File: config.mk
export PLATFORM = sky130hd
export DESIGN_NAME = subscribe_notice_deframer
export DESIGN_NICKNAME = d
export VERILOG_FILES = /design/src/sv/snd_pkg.sv /design/src/sv/snd_parser.sv /design/src/sv/snd_out_buffer.sv /design/src/sv/subscribe_notice_deframer.sv
export SDC_FILE = /design/constraint.sdc
export NUM_CORES = 1
export LEC_CHECK = 0
export ABC_CLOCK_PERIOD_IN_PS = 9100
export BUFFER_PORTS_ARGS = -buffer_cell sky130_fd_sc_hd__buf_2
export CAP_MARGIN = 20
export CORE_MARGIN = 1
export CORE_UTILIZATION = 23
export DETAILED_ROUTE_END_ITERATION = 7
export PLACE_DENSITY_LB_ADDON = 0.12
export SKIP_CTS_REPAIR_TIMING = 1
export SYNTH_ARGS = -nofsm -noshare
export SYNTH_HDL_FRONTEND = slang
export SYNTH_HIERARCHICAL = 1
export SYNTH_SLANG_ARGS = --single-unit
File: constraint.sdc
create_clock -name clock -period 9.1 [get_ports clock]
set_input_delay 1.365 -clock clock [delete_from_list [all_inputs] [get_ports clock]]
set_output_delay 1.365 -clock clock [all_outputs]
set_load 0.1 [all_outputs]
File: src/sv/snd_pkg.sv
// Types, constants and the tag table for the subscribe notice deframer.
`timescale 1ns / 1ps

package snd_pkg;

   localparam int LENGTH_BITS_DEFAULT = 16;
   localparam int LIMIT_W             = 16;
   localparam int MSG_LEN_W           = 16;
   localparam int TAG_POS_W           = 4;

   localparam logic [TAG_POS_W-1:0] TAG_LEN   = 4'd13;
   localparam logic [TAG_POS_W-1:0] TAG_LAST  = 4'd12;
   localparam logic [LIMIT_W-1:0]   LIMIT_RESET = 16'd2047;

   localparam logic [7:0] CH_PLUS  = 8'h2B;
   localparam logic [7:0] CH_COMMA = 8'h2C;
   localparam logic [7:0] CH_QUOTE = 8'h22;
   localparam logic [7:0] CH_ZERO  = 8'h30;
   localparam logic [7:0] CH_NINE  = 8'h39;

   typedef enum logic [2:0] {
      PH_HUNT,
      PH_LINK,
      PH_QUOTE,
      PH_TOPIC,
      PH_COMMA,
      PH_LENGTH,
      PH_PAYLOAD
   } phase_type;

   typedef struct packed {
      logic [7:0]           payload_byte;
      logic                 byte_kept;
      logic                 last_of_message;
      logic [MSG_LEN_W-1:0] message_length;
   } rsp_type;

   // "+MQTTSUBRECV:"
   function automatic logic [7:0] tag_char(input logic [TAG_POS_W-1:0] idx);
      logic [7:0] c;
      case (idx)
         4'd0:    c = CH_PLUS;
         4'd1:    c = 8'h4D;
         4'd2:    c = 8'h51;
         4'd3:    c = 8'h54;
         4'd4:    c = 8'h54;
         4'd5:    c = 8'h53;
         4'd6:    c = 8'h55;
         4'd7:    c = 8'h42;
         4'd8:    c = 8'h52;
         4'd9:    c = 8'h45;
         4'd10:   c = 8'h43;
         4'd11:   c = 8'h56;
         4'd12:   c = 8'h3A;
         default: c = 8'h00;
      endcase
      return c;
   endfunction

endpackage

File: src/sv/snd_parser.sv
// Header parser and payload counter: each taken request updates the state registers.
`timescale 1ns / 1ps

module snd_parser
   import snd_pkg::*;
#(
   parameter int LENGTH_BITS = LENGTH_BITS_DEFAULT
) (
   input  logic               clock,
   input  logic               reset,
   input  logic               req_fire,
   input  logic [7:0]         rx_byte,
   input  logic [LIMIT_W-1:0] payload_limit,
   output logic               res_valid,
   output rsp_type            res
);

   localparam int ACC_W = LENGTH_BITS + 4;
   localparam int CMP_W = (LENGTH_BITS > LIMIT_W) ? LENGTH_BITS : LIMIT_W;
   localparam logic [LENGTH_BITS-1:0] LEN_MAX = {LENGTH_BITS{1'b1}};

   phase_type              phase_ff, phase_in;
   logic [TAG_POS_W-1:0]   tag_pos_ff, tag_pos_in;
   logic [LENGTH_BITS-1:0] len_acc_ff, len_acc_in;
   logic [LENGTH_BITS-1:0] pay_cnt_ff, pay_cnt_in;

   logic                   is_digit;
   logic [3:0]             digit;
   logic [ACC_W-1:0]       len_mac;
   logic [LENGTH_BITS-1:0] len_sat;
   logic [LENGTH_BITS-1:0] cnt_inc;
   logic                   tag_hit;
   logic [TAG_POS_W-1:0]   restart_pos;
   logic [CMP_W-1:0]       cnt_ext;
   logic [CMP_W-1:0]       limit_ext;
   logic [CMP_W-1:0]       acc_ext;

   assign is_digit    = (rx_byte >= CH_ZERO) && (rx_byte <= CH_NINE);
   assign digit       = 4'(rx_byte - CH_ZERO);
   assign len_mac     = (ACC_W'(len_acc_ff) << 3) + (ACC_W'(len_acc_ff) << 1) + ACC_W'(digit);
   assign len_sat     = (len_mac > ACC_W'(LEN_MAX)) ? LEN_MAX : len_mac[LENGTH_BITS-1:0];
   assign cnt_inc     = pay_cnt_ff + 1'b1;
   assign tag_hit     = (tag_pos_ff < TAG_LEN) && (rx_byte == tag_char(tag_pos_ff));
   assign restart_pos = (rx_byte == CH_PLUS) ? TAG_POS_W'(1) : '0;
   assign cnt_ext     = CMP_W'(pay_cnt_ff);
   assign limit_ext   = CMP_W'(payload_limit);
   assign acc_ext     = CMP_W'(len_acc_ff);

   // next state
   always_comb begin
      phase_in   = phase_ff;
      tag_pos_in = tag_pos_ff;
      len_acc_in = len_acc_ff;
      pay_cnt_in = pay_cnt_ff;
      unique case (phase_ff)
         PH_HUNT: begin
            if (tag_hit) begin
               if (tag_pos_ff == TAG_LAST) begin
                  tag_pos_in = '0;
                  phase_in   = PH_LINK;
               end else begin
                  tag_pos_in = tag_pos_ff + 1'b1;
               end
            end else begin
               tag_pos_in = restart_pos;
            end
         end
         PH_LINK: begin
            if (rx_byte == CH_COMMA) phase_in = PH_QUOTE;
         end
         PH_QUOTE: begin
            if (rx_byte == CH_QUOTE) begin
               phase_in = PH_TOPIC;
            end else begin
               phase_in   = PH_HUNT;
               tag_pos_in = restart_pos;
            end
         end
         PH_TOPIC: begin
            if (rx_byte == CH_QUOTE) phase_in = PH_COMMA;
         end
         PH_COMMA: begin
            if (rx_byte == CH_COMMA) begin
               phase_in   = PH_LENGTH;
               len_acc_in = '0;
            end else begin
               phase_in   = PH_HUNT;
               tag_pos_in = restart_pos;
            end
         end
         PH_LENGTH: begin
            if (is_digit) begin
               len_acc_in = len_sat;
            end else if (rx_byte == CH_COMMA && len_acc_ff != '0) begin
               phase_in   = PH_PAYLOAD;
               pay_cnt_in = '0;
            end else begin
               phase_in   = PH_HUNT;
               tag_pos_in = restart_pos;
            end
         end
         PH_PAYLOAD: begin
            pay_cnt_in = cnt_inc;
            if (cnt_inc == len_acc_ff) begin
               phase_in   = PH_HUNT;
               tag_pos_in = '0;
            end
         end
         default: begin
            phase_in   = PH_HUNT;
            tag_pos_in = restart_pos;
         end
      endcase
   end

   // outputs
   always_comb begin
      res_valid           = 1'b0;
      res.payload_byte    = rx_byte;
      res.byte_kept       = cnt_ext < limit_ext;
      res.last_of_message = cnt_inc == len_acc_ff;
      res.message_length  = acc_ext[MSG_LEN_W-1:0];
      unique case (phase_ff)
         PH_PAYLOAD: res_valid = req_fire;
         default:    res_valid = 1'b0;
      endcase
   end

   always_ff @(posedge clock) begin
      if (reset) begin
         phase_ff   <= PH_HUNT;
         tag_pos_ff <= '0;
         len_acc_ff <= '0;
         pay_cnt_ff <= '0;
      end else if (req_fire) begin
         phase_ff   <= phase_in;
         tag_pos_ff <= tag_pos_in;
         len_acc_ff <= len_acc_in;
         pay_cnt_ff <= pay_cnt_in;
      end
   end

endmodule

File: src/sv/snd_out_buffer.sv
// Result register with one skid entry, so requests keep flowing under a stall.
`timescale 1ns / 1ps

module snd_out_buffer
   import snd_pkg::*;
(
   input  logic    clock,
   input  logic    reset,
   input  logic    in_valid,
   input  rsp_type in_data,
   output logic    full,
   output logic    out_valid,
   output rsp_type out_data,
   input  logic    out_stall
);

   logic    out_valid_ff, out_valid_in;
   logic    skid_valid_ff, skid_valid_in;
   rsp_type out_ff, out_in;
   rsp_type skid_ff, skid_in;
   logic    out_free;

   assign out_free = !out_valid_ff || !out_stall;

   always_comb begin
      out_valid_in  = out_valid_ff;
      out_in        = out_ff;
      skid_valid_in = skid_valid_ff;
      skid_in       = skid_ff;
      if (out_free) begin
         out_valid_in  = skid_valid_ff || in_valid;
         out_in        = skid_valid_ff ? skid_ff : in_data;
         skid_valid_in = 1'b0;
      end else if (in_valid) begin
         skid_valid_in = 1'b1;
         skid_in       = in_data;
      end
   end

   always_ff @(posedge clock) begin
      if (reset) begin
         out_valid_ff  <= 1'b0;
         skid_valid_ff <= 1'b0;
      end else begin
         out_valid_ff  <= out_valid_in;
         skid_valid_ff <= skid_valid_in;
      end
   end

   always_ff @(posedge clock) begin
      out_ff  <= out_in;
      skid_ff <= skid_in;
   end

   assign full      = skid_valid_ff;
   assign out_valid = out_valid_ff;
   assign out_data  = out_ff;

endmodule

File: src/sv/subscribe_notice_deframer.sv
// Top level of the subscribe notice deframer.
//
//   port group  direction  handshake            contents
//   req_        in         valid / stall        one received byte
//   rsp_        out        valid / stall        payload byte, kept, last, length
//   csr_        in         valid / ready        payload_limit
//
// One request per cycle unless req_stall is high; rsp_ outputs are registered.
// Header bytes produce no response. The result register plus one skid entry
// let requests continue while rsp_ stalls; req_stall rises once both hold data.
// Synchronous reset returns to tag hunting and sets payload_limit to 2047.
// csr_ready is always high; write only while no request is in flight.
`timescale 1ns / 1ps

module subscribe_notice_deframer
   import snd_pkg::*;
#(
   parameter int LENGTH_BITS = LENGTH_BITS_DEFAULT
) (
   input  logic                 clock,
   input  logic                 reset,
   input  logic                 req_valid,
   output logic                 req_stall,
   input  logic [7:0]           req_rx_byte,
   output logic                 rsp_valid,
   input  logic                 rsp_stall,
   output logic [7:0]           rsp_payload_byte,
   output logic                 rsp_byte_kept,
   output logic                 rsp_last_of_message,
   output logic [MSG_LEN_W-1:0] rsp_message_length,
   input  logic                 csr_valid,
   output logic                 csr_ready,
   input  logic [LIMIT_W-1:0]   csr_payload_limit
);

   logic [LIMIT_W-1:0] payload_limit_ff;
   logic               req_fire;
   logic               res_valid;
   rsp_type            res;
   rsp_type            rsp;
   logic               buf_full;

   assign csr_ready = 1'b1;
   assign req_stall = buf_full;
   assign req_fire  = req_valid && !buf_full;

   always_ff @(posedge clock) begin
      if (reset) begin
         payload_limit_ff <= LIMIT_RESET;
      end else if (csr_valid && csr_ready) begin
         payload_limit_ff <= csr_payload_limit;
      end
   end

   snd_parser #(
      .LENGTH_BITS(LENGTH_BITS)
   ) u_parser (
      .clock        (clock),
      .reset        (reset),
      .req_fire     (req_fire),
      .rx_byte      (req_rx_byte),
      .payload_limit(payload_limit_ff),
      .res_valid    (res_valid),
      .res          (res)
   );

   snd_out_buffer u_out_buffer (
      .clock    (clock),
      .reset    (reset),
      .in_valid (res_valid),
      .in_data  (res),
      .full     (buf_full),
      .out_valid(rsp_valid),
      .out_data (rsp),
      .out_stall(rsp_stall)
   );

   assign rsp_payload_byte    = rsp.payload_byte;
   assign rsp_byte_kept       = rsp.byte_kept;
   assign rsp_last_of_message = rsp.last_of_message;
   assign rsp_message_length  = rsp.message_length;

endmodule

; After elaboration in Yosys (flattened, before gate mapping)
; Memory sizes are Yosys's and may differ from the RTL's. A register that Yosys moved wholly into a read port is not among the register bits.
; Index checks and enable logic that the tools add are counted.
[classes]
n_addsub = 5
magnitude_cmp = 5
n_eq_ne = 24
mux = 30
n_bitwise = 2
n_reduce_logical = 20
[op_table]
columns = operator, count
row1 = 2-to-1 mux 16 bit, 5
row2 = case mux 16 bit (2 select lines), 2
row3 = 2-to-1 mux 4 bit, 9
row4 = 2-to-1 mux 26 bit, 1
row5 = equality test 8 x 6 -> 1 bit (second input constant), 3
row6 = 2-to-1 mux 3 bit, 8
row7 = case mux 4 bit (6 select lines), 1
row8 = case mux 3 bit (7 select lines), 1
row9 = adder 19 x 17 -> 20 bit, 1
row10 = adder 20 x 4 -> 20 bit, 1
row11 = greater-than comparator 20 x 16 -> 1 bit (second input constant), 1
row12 = adder 16 x 1 -> 16 bit (second input constant), 1
row13 = equality test 16 bit, 1
row14 = less-than comparator 16 bit, 1
row15 = != test 2 x 1 -> 1 bit (second input constant), 8
row16 = nonzero test 16 bit, 1
row17 = AND reduction 7 bit, 2
row18 = equality test 3 bit (second input constant), 3
row19 = equality test 8 bit, 1
row20 = >= comparator 8 x 6 -> 1 bit (second input constant), 1
row21 = less-or-equal comparator 8 x 6 -> 1 bit (second input constant), 1
row22 = != test 2 bit (second input constant), 4
row23 = AND reduction 4 bit, 2
row24 = equality test 3 x 2 -> 1 bit (second input constant), 2
row25 = 15 further kinds, 25
[totals]
reg_bits = 109
mem_bits_ro = 112
input_bits = 29
output_inout_bits = 29
elab_cells = 102
n_memories = 1
[memory_table]
columns = memory, words, word_bits, read_ports, rd_clocked_by_memory_dff, write_ports, line_no
row1 = (no name shown), 16, 7, 1, 1, 0, snd_pkg.sv:41  ; case (idx)

; Depth between registers and ports, before layout
; Gate-level depths: netlist of run 1.
[depth]
depth_word = 7
mapped_depth = 16
mapped_depth_nobuf = 14

; Hierarchy
; Netlist of run 1, hierarchy kept.
[by_module_without_submodules]
columns = mod, n_inst, cells_per_inst, area_per_inst_um2, seq_area_each_um2
row1 = snd_parser, 1, 531, 4177.8, 920.9
row2 = snd_out_buffer, 1, 88, 2040.7, 1601.5
row3 = subscribe_notice_deframer, 1, 55, 628.1, 320.3

; Worst setup path before layout of run 1
; OpenSTA, ideal clock, no wires.
[synth_path]
kind = in2reg
startpoint = input port req_rx_byte[3]
endpoint = register u_parser.len_acc_ff[10] (netlist: u_parser/acc_ext[10])
setup_ns = 0.074
arrival_time_ns = 4.323
t_required_ns = 9.026
setup_slack_ns = 4.703
cell_stages = 13
path_buffers = 1
cell_sequence = fa_1 -> fa_1 -> a21o_1 -> a21oi_1 -> o21bai_1 -> a21o_1 -> a211oi_1 -> nor3_1 -> and4_1 -> o21ai_1 -> clkbuf_1 -> nor2_1 -> o21ai_0
[synth_via]
elab_chain_len = 6
elab_cells_between_ends = 13
cone_classes = 2 x add/sub / 3 x order compare / 3 x eq/ne / 3 x mux / 2 x reduce/logical
[synth_rtl]
columns = element, line_no
row1 = "start, declared", subscribe_notice_deframer.sv:24  ; input logic [7:0] req_rx_byte,
row2 = subtractor 4 x 1 -> 4 bit, snd_parser.sv:39  ; assign digit = 4'(rx_byte - CH_ZERO);
row3 = adder 20 x 4 -> 20 bit, snd_parser.sv:40  ; assign len_mac = (ACC_W'(len_acc_ff) << 3) + (ACC_W'(len_acc_ff) << 1) + ACC_W'(digit);
row4 = greater-than comparator 20 x 16 -> 1 bit, snd_parser.sv:41  ; assign len_sat = (len_mac > ACC_W'(LEN_MAX)) ? LEN_MAX : len_mac[LENGTH_BITS-1:0];
row5 = 2-to-1 mux 16 bit, snd_parser.sv:41
row6 = 2-to-1 mux 16 bit, snd_parser.sv:92  ; if (is_digit) begin
row7 = case mux 16 bit (2 select lines), snd_parser.sv:55  ; unique case (phase_ff)
row8 = "end signal, assigned", snd_parser.sv:138  ; len_acc_ff <= len_acc_in;
row9 = "end, declared", snd_parser.sv:24  ; logic [LENGTH_BITS-1:0] len_acc_ff, len_acc_in;
; Several ways; a longest one is shown, not always the timed one. The select of a mux whose other input is x is not followed.
; A chain may end at the register's enable or synchronous reset.

; Worst setup path in the final report of run 1
[layout_path]
startpoint = input port req_rx_byte[3]
endpoint = register u_parser.len_acc_ff[5] (netlist: u_parser/acc_ext[5])
; Same word-level chain as after synthesis.

==> results.toml, run 1 <==
[outcome]
status = "finished, final reports clean"

[global_route]
antenna_found_initial = 0
grt_max_degree = 43
grt_pass1_wl_mm = 27.7
grt_pass1_vias = 5090
grt_remaining_overflow = 0
grt_usage = 0.116

[clock_network]
cts_root_buf = "clkbuf_16"
htreeDepth = 4
cts_tree = "yes"
clk_pin_slew_ns = 0.06
clk_path_buf_depth = 2
numCtsBuffers = 17
cts_num_sinks = 116
clk_latency_ns = 0.42

[synthesis]
synth_area_um2 = 6850
synth_top_cell_by_area = "edfxtp_1"
syn_area_per_cell_um2 = 10.2
yosysWarnings = 6
ys_ff_latch = 116
synth_nets = 757
ys.flop_type = "dfxtp_1"
yosysUniqueCellTypes = 78
synthTopCellsByArea = "edfxtp_1, dfxtp_1, ha_1"
synth_cells = 674
yosysTopAreaCellShare = 0.228
synth-edff-count = 52
yosysSeqAreaShare = 0.415
ys_async_sr_fraction = 0

[sta]
grt_setup_unrepaired = "no"
setup_tns_ns = 0
slew_headroom = 0.408
max_freq_mhz = 218
skew_ns = 0.0127
final-max-slew-violation-count = 0
fin_crit_sh = 0.503
setup_viol = 0
post-route-min-period_ns = 4.58
tightest_slew_ns = 0.887
finalHoldViolCount = 0

[placement]
dp_hpwl_mm = 12.1
port-buffer-count = 56
gp_congestion = 0.807
placed_cell_area_um2 = 7370

[detailed_routing]
routedWlPerCell_um = 15.2
drtAntennaViolNets = 0
firstDrtPassIters = 5
viasPerCell = 4.64
wl_mm = 17.0
drtIter0Drc = 218
routed-via-count = 5164
drcViolationCount = 0

[worst_setup_path]
worst_setup_path_end_kind = "flip-flop"
startpoint_type = "primary input"
path_class = "primary input to flip-flop"
crit_fanout = 9
cp.arrival_ns = 4.91
required_ns = 9.44

[floorplan]
io_pins = 58
fp-row-count = 62
initial_core_util = 0.236
die_y_um = 175
die_area_um2 = 30500
die_width_um = 175
core-area_um2 = 29000

[pwr]
peakVddDrop_mv = 0.0974
powerDensity_nw_per_um2 = 161
leakage_nw = 3.30

[final_layout]
utilization = 0.274
fin_nets = 798
drive_above_1_share = 0.190
num_antenna_cells = 0
fin_area_um2 = 7960
area_growth_pct = 16.2

[flow_run]
cap_violations = 0

[worst_hold_path]
hp-class = "flip-flop to flip-flop"
-- cell usage in the layout (no fill, tap or decap), types with 13 or more instances in the layout --
cell type	netlist	final
edfxtp_1	52	52
nand2_1	32	32
dfxtp_1	64	63
inv_1	40	40
xnor2_1	25	25
nor2_1	64	64
mux2_4	19	19
ha_1	52	52
o21ai_0	45	45
clkbuf_16	0	17
a21oi_1	27	27
nor3_1	14	14
buf_2	5	56
nand4_1	13	13
-- final cells by class --
| type | count | area, um2 |
|---|---|---|
| Clock buffer | 18 | 429 |
| Clock inverter | 14 | 151 |
| Fill cell | 3096 | 21100 |
| Inverter | 40 | 150 |
| Multi-Input combinational cell | 480 | 3590 |
| Sequential cell | 116 | 2840 |
| Tap cell | 384 | 480 |
| Timing Repair Buffer | 60 | 310 |
-- state kept, by name, summed over array words and instances, names as in the netlist, named ones only --
name                    flops
u_parser/phase_ff           3
u_parser/tag_pos_ff         4
u_out_buffer/full           1
u_out_buffer/skid_ff       26
payload_limit_ff           16
u_parser/cnt_ext           16
u_parser/acc_ext           16
u_out_buffer/out_data      26
u_out_buffer/out_valid      1
-- power by group --
part	internal, mW	switching (mW)	leakage (nW)
registers	0.548	0.00305	1.02
clock network	0.406	0.268	0.272
logic	0.0203	0.0380	2.01
total	0.974	0.309	3.30
-- logic make-up (layout without fill, tap and decap cells) --
logic type      count (synthesis)  after routing  synth area share
other cells                     1              1          0.000548
buf+inv                        78            132            0.0601
xor+xnor                       35             35            0.0448
compound gates                155            155             0.155
fa+ha+maj                      54             54             0.101
mux                            39             39            0.0727
simple gates                  196            196             0.151
flops                         116            116             0.415
-- per-stage QoR --
| step | setup slack, ns | power [mW] | cells | hold slack (ns) |
|---|---|---|---|---|
| after floorplan | 4.70 | 0.607 | 674 | 0.460 |
| after global placement | 3.98 | 0.620 | 1079 | 0.494 |
| after detailed placement | 3.88 | 0.621 | 1079 | 0.493 |
| after CTS | 4.32 | 1.30 | 1111 | 0.508 |
| after global routing | 4.29 | 1.33 | 1112 | 0.540 |
| final | 4.52 | 1.28 | 1112 | 0.507 |
-- cell usage after synthesis, types with 10 or more instances --
cell type and n:
mux2i_1 12, mux2_4 19, o21ai_0 45, nor4_1 10, a31oi_1 10, nor2b_1 10
clkbuf_1 14, a211o_1 12, nand2b_1 10, ha_1 52, nand4_1 13, dfxtp_1 64
xor2_1 10, nand2_1 32, edfxtp_1 52, buf_4 12, nor2_1 64, inv_1 40
xnor2_1 25, nor3_1 14, a21oi_1 27
-- worst max-delay path, cell delays in order --
cell and delay (ns):
buf_2 0.20, fa_1 0.49, fa_1 0.47, a21o_1 0.18
a21oi_1 0.21, o21bai_1 0.10, a21o_1 0.21, a211oi_1 0.38
nor3_1 0.14, and4_1 0.19, o21ai_1 0.50, buf_4 0.28
nor2_1 0.06, o21ai_0 0.13
-- layer usage --
layer	up-vias	wire [um]	track usage
li1	2536	-	-
met1	2495	8600	0.161
met2	119	7460	0.179
met3	14	730	0.0256
met4	0	158	0.0373
met5	-	0	0
-- path summary, 6_finish.rpt --
path | endpoint | depth (start not counted) | slack [ns] | start
worst min register to register | payload_limit_ff[12]$_SDFFE_PP0P_ | 2 | 0.51 | payload_limit_ff[12]$_SDFFE_PP0P_
worst max register to register | flip-flop | 14 | 4.99 | u_parser/cnt_ext[0]$_SDFFE_PP0P_
worst max-delay path | u_parser/acc_ext[5]$_SDFFE_PP0P_ | 14 | 4.52 | req_rx_byte[3]
worst min-delay path | payload_limit_ff[12]$_SDFFE_PP0P_ | 2 | 0.51 | payload_limit_ff[12]$_SDFFE_PP0P_
No activity file was read; power rests on OpenSTA's default activity.
==> run 2, diff against run 1 <==
--- a/config.mk
+++ b/config.mk
@@ -5,7 +5,8 @@
 export SDC_FILE = /design/constraint.sdc
 export NUM_CORES = 1
 export LEC_CHECK = 0
-export ABC_CLOCK_PERIOD_IN_PS = 9100
+export ABC_AREA = 1
+export ABC_CLOCK_PERIOD_IN_PS = 4100
 export BUFFER_PORTS_ARGS = -buffer_cell sky130_fd_sc_hd__buf_2
 export CAP_MARGIN = 20
 export CORE_MARGIN = 1
==> constraint.sdc (replaced) <==
create_clock -name clock -period 4.1 [get_ports clock]
set_input_delay 0.615 -clock clock [delete_from_list [all_inputs] [get_ports clock]]
set_output_delay 0.615 -clock clock [all_outputs]
set_load 0.1 [all_outputs]
==> results.toml, run 2 <==
[worst_hold_path]
worstHoldEndpoint = "u_out_buffer/skid_ff[25]$_DFFE_PP_"
hp-class = "primary input to flip-flop"
holdPathStages = 1
min_from = "req_rx_byte[7]"

[final_layout]
num_antenna_cells = 0
area_growth_pct = 17.5
stdcell_count = 1397
final_cell_mix = "nand2_1, inv_1, nor2_1, nand3_1, dfxtp_1"
drive_above_1_share = 0.156
final_common_cell = "nand2_1"
fin_nets = 1071

[synthesis]
ys_async_sr_fraction = 0
yosysSeqAreaShare = 0.391
synth_nets = 1016
yosysUniqueCellTypes = 50
synth_area_um2 = 7280
synth_commonest_cells = "nand2_1, inv_1, nor2_1, nand3_1, dfxtp_1"
synth-edff-count = 52
ys_ff_latch = 116
yosysMostFrequentCell = "nand2_1"
yosysWarnings = 6
ys.flop_type = "dfxtp_1"
syn_area_per_cell_um2 = 7.80
yosysTopAreaCellShare = 0.215
synth_cells = 933
synth_top_cell_by_area = "edfxtp_1"
synthTopCellsByArea = "edfxtp_1, dfxtp_1, nand2_1"

[floorplan]
die_width_um = 180
initial_core_util = 0.236
io_pins = 58
die_y_um = 180
core-area_um2 = 30800
fp-row-count = 64
die_area_um2 = 32400

[global_route]
grt_remaining_overflow = 0
antenna_found_initial = 0
grt_max_degree = 56
grt_pass1_vias = 5731
grt_pass1_wl_mm = 30.5
grt_usage = 0.119

[outcome]
violations = "DRC"
status = "finished, violations left"

[clock_network]
clk_path_buf_depth = 2
htreeDepth = 4
cts_root_buf = "clkbuf_16"
cts_tree = "yes"
cts_num_sinks = 116
clk_pin_slew_ns = 0.07
clk_latency_ns = 0.43
numCtsBuffers = 17

[detailed_routing]
wl_mm = 18.5
routedWlPerCell_um = 13.3
viasPerCell = 4.29
drcViolationCount = 5
dr_wl_met3_um = 663
wl_met1_mm = 9.87
drtAntennaViolNets = 0
firstDrtPassIters = 7
routed.top_layer = "met4"
drtIter0Drc = 287
routed-via-count = 5997
met2WireLength_mm = 7.82

[worst_setup_path]
r2r-end = "u_parser/acc_ext[15]$_SDFFE_PP0P_"
cp.buffers_inverters = 0
cp.arrival_ns = 3.79
startpoint_type = "flip-flop"
crit_path_max_incr_delay_ns = 0.54
r2r-start = "u_parser/acc_ext[2]$_SDFFE_PP0P_"
critical_path.top_delay_family = "adder cells"
slowest_stage = "dfxtp_1"
crit_top_cell = "nand2_1"
path_class = "flip-flop to flip-flop"
crit_chain = "fa_1 -> fa_1 -> nand3_1 -> nand2_1 -> a21boi_0 -> o21ai_0 -> nand3_1 -> nand2_1 -> xor2_1 -> nor2_1 -> nand2_1 -> o21ai_0 -> a21oi_1"
worst_setup_path_end_kind = "flip-flop"
crit_fanout = 15
regToRegSetupSlack_ns = 0.60
required_ns = 4.39
r2r_cells = 13

[pwr]
peakVddDrop_mv = 0.260
powerDensity_nw_per_um2 = 381
finalPower_mw = 3.26
leakage_nw = 3.94

[sta]
finalHoldViolCount = 0
slew_headroom = 0.548
grt_setup_unrepaired = "no"
post-route-min-period_ns = 3.50
fin_crit_sh = 0.854
final-max-slew-violation-count = 0
fin_ws_ns = 0.597
setup_viol = 0
skew_ns = 0.0176
setup_tns_ns = 0
tightest_slew_ns = 0.678
max_freq_mhz = 285

[placement]
placed_cells = 1365
dp_hpwl_mm = 13.9
dpl_worst_slack_ns = 0.380
port-buffer-count = 56
gp_congestion = 0.831

[flow_run]
cap_violations = 0
==> run 2: routing by layer <==
metal,track usage,up-vias
li1,-,3200
met1,0.169,2680
met4,0.0334,0
met5,0,-
met2,0.181,105
met3,0.0241,12
==> run 2: kinds of logic (layout without fill, tap and decap cells) <==
group	Yosys count	after routing	synth area share
and+or+nand+nor	442	442	0.272
DFF	116	116	0.391
AOI/OAI and AO/OA	143	143	0.117
xor gates and xnor gates	23	23	0.0316
adders and majority gates	54	54	0.0949
other	1	1	0.000515
buffers and inverters	154	222	0.0940
==> run 2: through the flow <==
stage | utilization | area [um2] | hold slack [ns]
after floorplan | - | 7280 | 0.429
after global placement | 0.256 | 7900 | 0.441
after detailed placement | 0.257 | 7910 | 0.443
after CTS | 0.278 | 8560 | 0.382
after global routing | 0.278 | 8560 | 0.387
final | 0.278 | 8560 | 0.393
==> run 2: power breakdown <==
part	total [mW]	internal, mW	switching (mW)
sequential	1.27	1.25	0.0264
combinational	0.315	0.0923	0.222
clock	1.67	1.04	0.632
==> run 2: worst max-delay path by stage <==
stage / start / end / slack (ns) / depth (start not counted)
2_1_floorplan: u_out_buffer/out_valid$_SDFFE_PP0P_ / u_out_buffer/skid_ff[0]$_DFFE_PP_ / 0.61 / 2
3_3_place_gp: req_rx_byte[2] / u_parser/acc_ext[1]$_SDFFE_PP0P_ / 0.39 / 15
3_5_place_dp: req_rx_byte[2] / u_parser/acc_ext[15]$_SDFFE_PP0P_ / 0.38 / 15
4_1_cts: u_parser/acc_ext[2]$_SDFFE_PP0P_ / u_parser/acc_ext[15]$_SDFFE_PP0P_ / 0.57 / 13
5_1_grt: u_parser/acc_ext[2]$_SDFFE_PP0P_ / u_parser/acc_ext[12]$_SDFFE_PP0P_ / 0.25 / 13
6_report: u_parser/acc_ext[2]$_SDFFE_PP0P_ / u_parser/acc_ext[15]$_SDFFE_PP0P_ / 0.60 / 13
==> run 2: area by class of cell <==
class	count	area (um2)
fillers	3342	22300
multi-input cells	663	3750
flip-flops and latches	116	2840
well taps	396	495
inverters	125	469
clock buffers	17	425
repair buffers	65	348
clock inverters	15	219
==> run 3, diff against run 2 <==
--- a/config.mk
+++ b/config.mk
@@ -6,7 +6,7 @@
 export NUM_CORES = 1
 export LEC_CHECK = 0
 export ABC_AREA = 1
-export ABC_CLOCK_PERIOD_IN_PS = 4100
+export ABC_CLOCK_PERIOD_IN_PS = 3300
 export BUFFER_PORTS_ARGS = -buffer_cell sky130_fd_sc_hd__buf_2
 export CAP_MARGIN = 20
 export CORE_MARGIN = 1
==> constraint.sdc (replaced) <==
create_clock -name clock -period 3.3 [get_ports clock]
set_input_delay 0.495 -clock clock [delete_from_list [all_inputs] [get_ports clock]]
set_output_delay 0.495 -clock clock [all_outputs]
set_load 0.1 [all_outputs]
==> results.toml, run 3 (synthesis gave the netlist of run 2 again) <==
[outcome]
status = "finished, violations left"
violations = "DRC"

[pwr]
netSwitchingFraction = 0.274
leakage_nw = 4.10
p_int_mw = 2.88
peakVddDrop_mv = 0.326
powerDensity_nw_per_um2 = 452
share_comb_of_total_power = 0.100
finalPower_mw = 3.97
power_frac_seq = 0.398
pwr-share-clk = 0.501
switchingPower_mw = 1.09

[detailed_routing]
firstDrtPassIters = 7
drtAntennaViolNets = 0
routedWlPerCell_um = 13.2
drcViolationCount = 9
wl_mm = 18.8
routed-via-count = 6044
viasPerCell = 4.23
drtIter0Drc = 295

[worst_hold_path]
worstHoldEndpoint = "payload_limit_ff[10]$_SDFFE_PP1P_"
hp-class = "primary input to flip-flop"
min_from = "csr_payload_limit[10]"
holdPathStages = 3

[worst_setup_path]
crit_fanout = 15
crit_path_max_incr_delay_ns = 0.53
r2r-end = "u_parser/acc_ext[6]$_SDFFE_PP0P_"
cp.buffers_inverters = 2
path_depth = 15
regToRegSetupSlack_ns = 0.34
r2r_cells = 15
startpoint_type = "flip-flop"
critical_path.top_delay_family = "adder cells"
worst_setup_path_end_kind = "flip-flop"
crit_chain = "fa_1 -> fa_1 -> nand3_1 -> nand2_1 -> a21boi_0 -> buf_4 -> o21ai_0 -> nand3_1 -> nand2_1 -> xor2_1 -> nor2_1 -> nand2_1 -> buf_12 -> o21ai_0 -> a21oi_1"
crit_top_cell = "nand2_1"
slowest_stage = "fa_1"
cp.arrival_ns = 3.24
r2r-start = "u_parser/acc_ext[0]$_SDFFE_PP0P_"
path_class = "flip-flop to flip-flop"
required_ns = 3.58

[clock_network]
numCtsBuffers = 17
cts_num_sinks = 116
htreeDepth = 4
cts_tree = "yes"
cts_root_buf = "clkbuf_16"
clk_pin_slew_ns = 0.06
clk_latency_ns = 0.42
clk_path_buf_depth = 2

[final_layout]
fin_area_um2 = 8780
multi_input_area_um2 = 3750
fin_nets = 1102
utilization = 0.285
area_growth_pct = 20.6
final_cell_mix = "nand2_1, inv_1, nor2_1, nand3_1, dfxtp_1"
num_antenna_cells = 0
final_common_cell = "nand2_1"
n_fill_cell = 3354
ff_latch_area_um2 = 2840
drive_above_1_share = 0.181

[floorplan]
die_width_um = 180
core-area_um2 = 30800
initial_core_util = 0.236
die_area_um2 = 32400
io_pins = 58
die_y_um = 180
fp-row-count = 64

[global_route]
grt_usage = 0.121
grt_remaining_overflow = 0
grt_pass1_wl_mm = 31.0
grt_max_degree = 56
grt_pass1_vias = 5835
antenna_found_initial = 0

[placement]
gp_congestion = 0.833
placed_cell_area_um2 = 8160
dp_hpwl_mm = 14.4
port-buffer-count = 56

[sta]
finalHoldViolCount = 0
fin_crit_sh = 0.897
post-route-min-period_ns = 2.96
setup_tns_ns = 0
fin_hold_ws_ns = 0.285
tightest_slew_ns = 0.685
max_freq_mhz = 338
skew_ns = 0.0103
grt_setup_unrepaired = "no"
slew_headroom = 0.543
final-max-slew-violation-count = 0
setup_viol = 0

[flow_run]
cap_violations = 0
run 3: metal layers:
| layer | global-route usage | wire, um |
|---|---|---|
| met2 | 0.183 | 7920 |
| met4 | 0.0386 | 182 |
| met1 | 0.171 | 10000 |
| met3 | 0.0237 | 682 |
| met5 | 0 | 0 |
run 3: final cells by class:
type	count	area share
repair buffers	96	0.0676
flip-flops and latches	116	0.324
well taps	396	0.0565
clock inverters	15	0.0222
multi-input cells	663	0.428
inverters	125	0.0535
clock buffers	17	0.0485
run 3: power by group through the flow:
| stage | combinational [mW] | sequential (mW) | clock, mW |
|---|---|---|---|
| final | 0.398 | 1.58 | 1.99 |
| after global routing | 0.452 | 1.59 | 2.11 |
| after CTS | 0.403 | 1.58 | 2.06 |
| after detailed placement | 0.401 | 1.61 | 0 |
| after global placement | 0.406 | 1.61 | 0 |
| after floorplan | 0.257 | 1.66 | 0 |
run 3: stage by stage:
step	cells	setup slack, ns
4_1_cts	1428	0.312
3_5_place_dp	1396	0.0837
2_1_floorplan	933	0.225
6_report	1428	0.340
3_3_place_gp	1396	0.109
5_1_grt	1428	0.00344
run 3: worst reg2reg max path, stage by stage (launching register included):
cell	delay, ns
dfxtp_1	0.33
fa_1	0.53
fa_1	0.46
nand3_1	0.09
nand2_1	0.07
a21boi_0	0.16
buf_4	0.14
o21ai_0	0.09
nand3_1	0.09
nand2_1	0.06
xor2_1	0.14
nor2_1	0.13
nand2_1	0.11
buf_12	0.16
o21ai_0	0.19
a21oi_1	0.09
run 3: how the worst max path moves through the flow:
stage,end,startpoint,slack (ns)
6_report,u_parser/acc_ext[6]$_SDFFE_PP0P_,u_parser/acc_ext[0]$_SDFFE_PP0P_,0.34
5_1_grt,flip-flop,u_parser/cnt_ext[1]$_SDFFE_PP0P_,0.003
4_1_cts,u_parser/acc_ext[6]$_SDFFE_PP0P_,u_parser/acc_ext[0]$_SDFFE_PP0P_,0.31
3_5_place_dp,u_parser/acc_ext[6]$_SDFFE_PP0P_,req_rx_byte[3],0.08
3_3_place_gp,u_parser/acc_ext[14]$_SDFFE_PP0P_,req_rx_byte[3],0.11
2_1_floorplan,u_parser/acc_ext[13]$_SDFFE_PP0P_,req_rx_byte[3],0.23
